<file path="src/rtl/core/sktab_pkg.sv">
`default_nettype none
// ----------------------------------------------------------------------------
// sktab_pkg
// Types and constants shared by the sorted key table search core.
// ----------------------------------------------------------------------------
package sktab_pkg;

	localparam int KEY_W = 64;
	localparam int POS_W = 11;
	localparam int ACT_W = 2;

	typedef enum logic [ACT_W-1:0] {
		ACT_APPEND = 2'd0,
		ACT_CLEAR  = 2'd1,
		ACT_SEARCH = 2'd2,
		ACT_NONE   = 2'd3
	} action_t;

	typedef enum logic [2:0] {
		ST_IDLE,
		ST_DISPATCH,
		ST_PROBE,
		ST_COMPARE,
		ST_MATCH,
		ST_DONE
	} state_t;

	typedef struct packed {
		logic capture;
		logic append;
		logic refuse;
		logic clear;
		logic search_init;
		logic probe_rd;
		logic probe_step;
		logic final_rd;
		logic match_eval;
		logic load_out;
	} cmd_t;

	typedef struct packed {
		action_t act;
		logic    empty;
		logic    full;
		logic    range_open;
		logic    out_free;
	} stat_t;

endpackage
`default_nettype wire

</file>
<file path="src/rtl/core/sktab_ctrl.sv">
`default_nettype none
// ----------------------------------------------------------------------------
// sktab_ctrl
// Sequencer for append, clear and lower-bound search requests.
// ----------------------------------------------------------------------------
module sktab_ctrl (
	input  wire logic            clk,
	input  wire logic            arst_n,
	input  wire logic            in_valid,
	output logic                 in_stall,
	input  wire sktab_pkg::stat_t stat,
	output sktab_pkg::cmd_t      cmd
);

	import sktab_pkg::*;

	state_t state_q;
	state_t state_d;

	always_ff @(posedge clk or negedge arst_n) begin
		if (!arst_n) begin
			state_q <= ST_IDLE;
		end else begin
			state_q <= state_d;
		end
	end

	always_comb begin
		state_d  = state_q;
		cmd      = '0;
		in_stall = 1'b1;
		case (state_q)
			ST_IDLE: begin
				in_stall = 1'b0;
				if (in_valid) begin
					cmd.capture = 1'b1;
					state_d     = ST_DISPATCH;
				end
			end
			ST_DISPATCH: begin
				state_d = ST_DONE;
				case (stat.act)
					ACT_APPEND: begin
						if (stat.full) begin
							cmd.refuse = 1'b1;
						end else begin
							cmd.append = 1'b1;
						end
					end
					ACT_CLEAR: begin
						cmd.clear = 1'b1;
					end
					ACT_SEARCH: begin
						if (!stat.empty) begin
							cmd.search_init = 1'b1;
							state_d         = ST_PROBE;
						end
					end
					default: begin
					end
				endcase
			end
			ST_PROBE: begin
				if (stat.range_open) begin
					cmd.probe_rd = 1'b1;
					state_d      = ST_COMPARE;
				end else begin
					cmd.final_rd = 1'b1;
					state_d      = ST_MATCH;
				end
			end
			ST_COMPARE: begin
				cmd.probe_step = 1'b1;
				state_d        = ST_PROBE;
			end
			ST_MATCH: begin
				cmd.match_eval = 1'b1;
				state_d        = ST_DONE;
			end
			ST_DONE: begin
				if (stat.out_free) begin
					cmd.load_out = 1'b1;
					state_d      = ST_IDLE;
				end
			end
			default: begin
				state_d = ST_IDLE;
			end
		endcase
	end

	a_load_needs_slot: assert property (@(posedge clk) disable iff (!arst_n)
		cmd.load_out |-> stat.out_free)
		else $error("result loaded while output slot busy");

	a_compare_after_probe: assert property (@(posedge clk) disable iff (!arst_n)
		state_q == ST_COMPARE |-> $past(state_q) == ST_PROBE)
		else $error("compare without preceding probe read");

	a_no_append_when_full: assert property (@(posedge clk) disable iff (!arst_n)
		cmd.append |-> !stat.full)
		else $error("append issued into full table");

endmodule
`default_nettype wire

</file>
<file path="config.mk">
export PLATFORM = sky130hd
export DESIGN_NAME = sktab_ctrl
export DESIGN_NICKNAME = d
export VERILOG_FILES = /design/src/rtl/core/sktab_pkg.sv /design/src/rtl/core/sktab_ctrl.sv
export SDC_FILE = /design/constraint.sdc
export NUM_CORES = 1
export LEC_CHECK = 0
export ABC_AREA = 1
export BUFFER_PORTS_ARGS = -buffer_cell sky130_fd_sc_hd__buf_4
export CAP_MARGIN = 20
export CORE_AREA = 4 4 41 43
export CTS_CLUSTER_SIZE = 8
export DETAILED_ROUTE_END_ITERATION = 8
export DIE_AREA = 0 0 45 47
export PLACE_DENSITY_LB_ADDON = 0.25
export SYNTH_ARGS = -nofsm -noshare
export SYNTH_HDL_FRONTEND = slang
export SYNTH_SLANG_ARGS = --single-unit
</file>
<file path="constraint.sdc">
create_clock -name clk -period 2.25 [get_ports clk]
set_input_delay 0.1125 -clock clk [delete_from_list [all_inputs] [get_ports clk]]
set_output_delay 0.1125 -clock clk [all_outputs]
set_load 0.01 [all_outputs]
</file>
After elaboration in Yosys (flattened, before gate mapping)
Cells that the tools add are included.
{ "op_classes": {"n_eq_ne": 9, "reduce_logical": 3, "muxes": 24} }
{ "op_table": {"columns": ["op", "n"], "rows": [
  ["$pmux W3 S6", 1],
  ["$mux W1", 16],
  ["$mux W3", 5],
  ["$eq A3 B2 Y1 const B", 2],
  ["$eq A3 B3 Y1 const B", 2],
  ["$mux W4", 1],
  ["$ne A2 B2 Y1 const B", 2],
  ["$eq A3 B1 Y1 const B", 1],
  ["$logic_not A3 Y1", 1],
  ["$eq A2 B1 Y1 const B", 1],
  ["$eq A2 B2 Y1 const B", 1],
  ["$logic_not A2 Y1", 1],
  ["$mux W2", 1],
  ["$reduce_and A2 Y1", 1]
]} }
{ "word_totals": {"reg_bits": 3, "output_inout_bits": 11} }

Depth between registers and ports, before layout
{ "logic_depth": {"ltp_word": 3, "mapped_depth": 7, "depth_no_buf": 7} }

Worst setup path before layout
No wires, ideal clock.
{ "synth_timing": {"path_type": "reg-to-output", "start": "register state_q[1]", "end": "output cmd[5] (netlist name)", "stages_incl_launch_ff": 7, "t_arrival_ns": 0.988, "n_path_buf": 0, "slack_ns": 1.149, "path_cell_list": "dfrtp_1 inv_1 nand2_2 nor2_4 inv_2 or2_4 inv_1"} }
{ "synth_lines": {"columns": ["item", "line", "text"], "rows": [
  ["from (decl)", "sktab_ctrl.sv:17", "state_t state_q;"],
  ["from (signal assigned)", "sktab_ctrl.sv:24", "state_q <= state_d;"],
  ["to (decl)", "sktab_ctrl.sv:12", "output sktab_pkg::cmd_t cmd"]
]} }

==> flow_summary.html <==
<table>
<tr><th>Metric</th><th>Value</th></tr>
<tr><th colspan="2">Worst setup path</th></tr>
<tr><td>Worst Setup Start Kind</td><td>register</td></tr>
<tr><td>Crit Path Class</td><td>reg -&gt; out</td></tr>
<tr><td>WP data required</td><td>between 2 and 2.5 ns</td></tr>
<tr><td>Worst R2R Path Depth</td><td>6</td></tr>
<tr><td>Worst EP arrival</td><td>between 1 and 1.5 ns</td></tr>
<tr><td>Max FO, Critical Path</td><td>4</td></tr>
<tr><td>CP endpoint kind</td><td>primary output</td></tr>
<tr><th colspan="2">Route</th></tr>
<tr><td>Routed Antenna Nets</td><td>0</td></tr>
<tr><td>Routed WL</td><td>756 um</td></tr>
<tr><td>Number of DRC violations after detailed-routing iteration 0</td><td>3</td></tr>
<tr><td>Number of vias per cell</td><td>4.04</td></tr>
<tr><td>Average wire length per cell after detail routing</td><td>8.89 um</td></tr>
<tr><td>Routed vias</td><td>343</td></tr>
<tr><td>DRC errors left</td><td>0</td></tr>
<tr><td>Router iterations before antenna repair</td><td>2</td></tr>
<tr><th colspan="2">Hold path</th></tr>
<tr><td>Type of the tightest min-delay check</td><td>in -&gt; reg</td></tr>
<tr><td>Hold Path Stages</td><td>4</td></tr>
<tr><th colspan="2">Synth</th></tr>
<tr><td>Fraction of synthesized cell area taken by the top area cell type</td><td>27.1%</td></tr>
<tr><td>Share of the yosys chip area belonging to registers</td><td>between 20% and 30%</td></tr>
<tr><td>Cell types with the highest counts after synthesis</td><td>inv_1 (14), nand2_1 (7), nor2_1 (7)</td></tr>
<tr><td>Average cell area after synthesis</td><td>6.01 sq um</td></tr>
<tr><td>Top FF cell, synth</td><td>dfrtp_1</td></tr>
<tr><td>Post-synthesis cell type with the largest combined area</td><td>dfrtp_1</td></tr>
<tr><td>Post-synth EDFFs</td><td>0</td></tr>
<tr><td>Number of distinct library cells after synthesis</td><td>14</td></tr>
<tr><td>Syn_nets</td><td>55</td></tr>
<tr><td>Count leader, synth</td><td>inv_1</td></tr>
<tr><td>Mapped Cells</td><td>between 40 and 50</td></tr>
<tr><td>Synthesis Warnings</td><td>0</td></tr>
<tr><td>FFs w/ async S/R, synth</td><td>100%</td></tr>
<tr><td>Cell types occupying the most area after synthesis</td><td>dfrtp_1 (27%), inv_1 (19%), nand2_1 (9.5%)</td></tr>
<tr><td>FF+latch count, synth</td><td>3</td></tr>
<tr><td>Mapped Area</td><td>277 sq um</td></tr>
<tr><th colspan="2">Clocking</th></tr>
<tr><td>Root buffer cell</td><td>clkbuf_4</td></tr>
<tr><td>TritonCTS buffer count</td><td>3</td></tr>
<tr><td>Deepest level of the CTS H-tree</td><td>1</td></tr>
<tr><td>Clock latency at the later pin of the worst-skew pair</td><td>about 0.23 ns</td></tr>
<tr><td>Clock transition time at the flip-flop clock pins of the worst setup and hold paths</td><td>0.04 ns</td></tr>
<tr><td>Number of buffers on the longest clock path</td><td>2</td></tr>
<tr><td>Quantity of gates resized following cts</td><td>0</td></tr>
<tr><td>Sinks on the clock net</td><td>3</td></tr>
<tr><td>Hold Buf Count CTS</td><td>1</td></tr>
<tr><td>Setup Buffers After CTS</td><td>0</td></tr>
<tr><td>CTS tree</td><td>yes</td></tr>
<tr><th colspan="2">Finish</th></tr>
<tr><td>Fill cell total of the finished layout</td><td>150</td></tr>
<tr><td>Antenna diode count</td><td>0</td></tr>
<tr><td>Max FFs per register</td><td>3</td></tr>
<tr><td>Multi-input gate area in the final layout</td><td>145 sq um</td></tr>
<tr><td>Top reg by flops</td><td>state_q</td></tr>
<tr><td>Post-synthesis to final-layout area growth</td><td>71.5%</td></tr>
<tr><td>Sequential Area</td><td>75.1 sq um</td></tr>
<tr><td>Net count, final</td><td>80</td></tr>
<tr><td>Fraction of layout instances using a drive strength above 1</td><td>between 40% and 50%</td></tr>
<tr><td>Biggest regs</td><td>state_q x3</td></tr>
<tr><th colspan="2">Placement</th></tr>
<tr><td>Post-detail-place hpwl</td><td>644 um</td></tr>
<tr><td>Count of input and output buffers</td><td>19</td></tr>
<tr><td>Routability congestion estimate from global placement</td><td>0.712</td></tr>
<tr><td>Worst Setup Slack post-DPL</td><td>1.02 ns</td></tr>
<tr><th colspan="2">Floorplan</th></tr>
<tr><td>Die X</td><td>45 um</td></tr>
<tr><td>Die Y</td><td>47 um</td></tr>
<tr><td>Initial Util</td><td>21.2%</td></tr>
<tr><td>I/O pin cnt</td><td>20</td></tr>
<tr><td>Number of core rows</td><td>13</td></tr>
<tr><td>Core footprint</td><td>between 0.001 and 0.0015 sq mm</td></tr>
<tr><td>Die Footprint</td><td>0.00212 sq mm</td></tr>
<tr><th colspan="2">Power</th></tr>
<tr><td>Total power</td><td>0.000472 W</td></tr>
<tr><td>Power density cells</td><td>between 900 and 1000 mW/mm^2</td></tr>
<tr><td>Worst vdd ir</td><td>about 0.35 mV</td></tr>
<tr><td>Pleak</td><td>0.310 nW</td></tr>
<tr><th colspan="2">Run status</th></tr>
<tr><td>Outcome</td><td>complete, no violations</td></tr>
<tr><th colspan="2">Global route</th></tr>
<tr><td>Number of antenna violations at the first check in global routing</td><td>0</td></tr>
<tr><td>Vias in the first global route</td><td>319</td></tr>
<tr><td>Overall Global Routing Usage</td><td>8.54%</td></tr>
<tr><td>Remaining global-route overflow</td><td>0</td></tr>
<tr><td>Pin count of the biggest net entering global routing</td><td>7</td></tr>
<tr><td>Wire length of the first global-routing pass</td><td>1240 um</td></tr>
<tr><th colspan="2">Run</th></tr>
<tr><td>Max_cap viols</td><td>0</td></tr>
<tr><th colspan="2">Timing</th></tr>
<tr><td>Tcrit/Tclk final</td><td>about two thirds</td></tr>
<tr><td>Final worst-path setup slack</td><td>approximately 0.77 ns</td></tr>
<tr><td>Hold_ws</td><td>0.184 ns</td></tr>
<tr><td>Fmax</td><td>0.676 GHz</td></tr>
<tr><td>Minimum clock period after layout</td><td>about 1.5 ns</td></tr>
<tr><td>Accumulated negative setup slack</td><td>0 ns</td></tr>
<tr><td>Pins Over Slew Limit</td><td>0</td></tr>
<tr><td># setup viols final</td><td>0</td></tr>
<tr><td>Relative slew slack</td><td>about 86%</td></tr>
<tr><td>Unrepaired setup endpoints after global routing</td><td>no</td></tr>
<tr><td>Final clock skew</td><td>0.000934 ns</td></tr>
<tr><td>Final Hold Violating Endpoints</td><td>0</td></tr>
<tr><td>Least-Margin Pin Slew</td><td>0.210 ns</td></tr>
</table>
[power breakdown]
| part | internal, W | switching [W] | leakage, nW |
|---|---|---|---|
| Clock | 0.0000665 | 0.0000282 | 0.0150 |
| Sequential | 0.0000777 | 0.0000347 | 0.0372 |
| Combinational | 0.000116 | 0.000148 | 0.258 |
[final timing paths]
check / start / to / slack [ns]
max reg2reg: state_q[0] / state_q[0] / 1.14
min in group asynchronous: arst_n / state_q[1] / 0.20
min reg2reg: state_q[1] / state_q[1] / 0.64
max in group asynchronous: arst_n / state_q[0] / 1.95
min: stat[0] / state_q[0] / 0.18
max: state_q[1] / cmd[5] / 0.77
[cells in the final DEF, fill, tap and decap left out]
cell type / count
nor3_1: 3
inv_2: 1
dlygate4sd3_1: 1
nand3b_1: 1
nor2_1: 7
inv_1: 14
nand3_1: 3
nor2_4: 1
or2_4: 1
dfrtp_1: 3
clkbuf_4: 3
nand4_1: 2
nand3_2: 1
clkbuf_1: 1
nand2_2: 1
or2_2: 1
buf_4: 19
nand2_1: 7
[cell type report]
type                    instances  share of cell area (%)
multi-input cells              28                    30.6
clock buffers                   4                    5.54
repair buffers                 20                    32.2
flip-flops and latches          3                    15.8
inverters                      15                    11.9
well taps                      15                    3.96
[stage by stage]
| stage | utilization (%) | std cells | cell area, sq um |
|---|---|---|---|
| after global placement | 33.7 | 80 | 438 |
| after CTS | 36.4 | 85 | 474 |
| after floorplan | - | 46 | 277 |
| after detailed placement | 33.7 | 80 | 438 |
| after global routing | 36.4 | 85 | 474 |
| final | 36.4 | 85 | 474 |
[worst max-delay path: stages, from the launching register on]
cell	delay, ns
dfrtp_1	0.39
inv_1	0.11
nand2_2	0.07
nor2_4	0.11
inv_2	0.06
or2_4	0.23
inv_1	0.05
buf_4	0.11
[logic make-up after synthesis]
family | after synthesis | share of synthesized area [%]
and+or+nand+nor | 28 | 52.5
buffers and inverters | 15 | 20.4
DFF | 3 | 27.1
[metal layers]
layer	global-route usage (%)	vias up	routed length, um
met4	7.02	0	11
met2	12.4	14	374
met5	0	-	0
met3	3.83	2	60
li1	-	186	-
met1	9.57	141	310
Note: power is estimated with default switching activity, not from simulation.
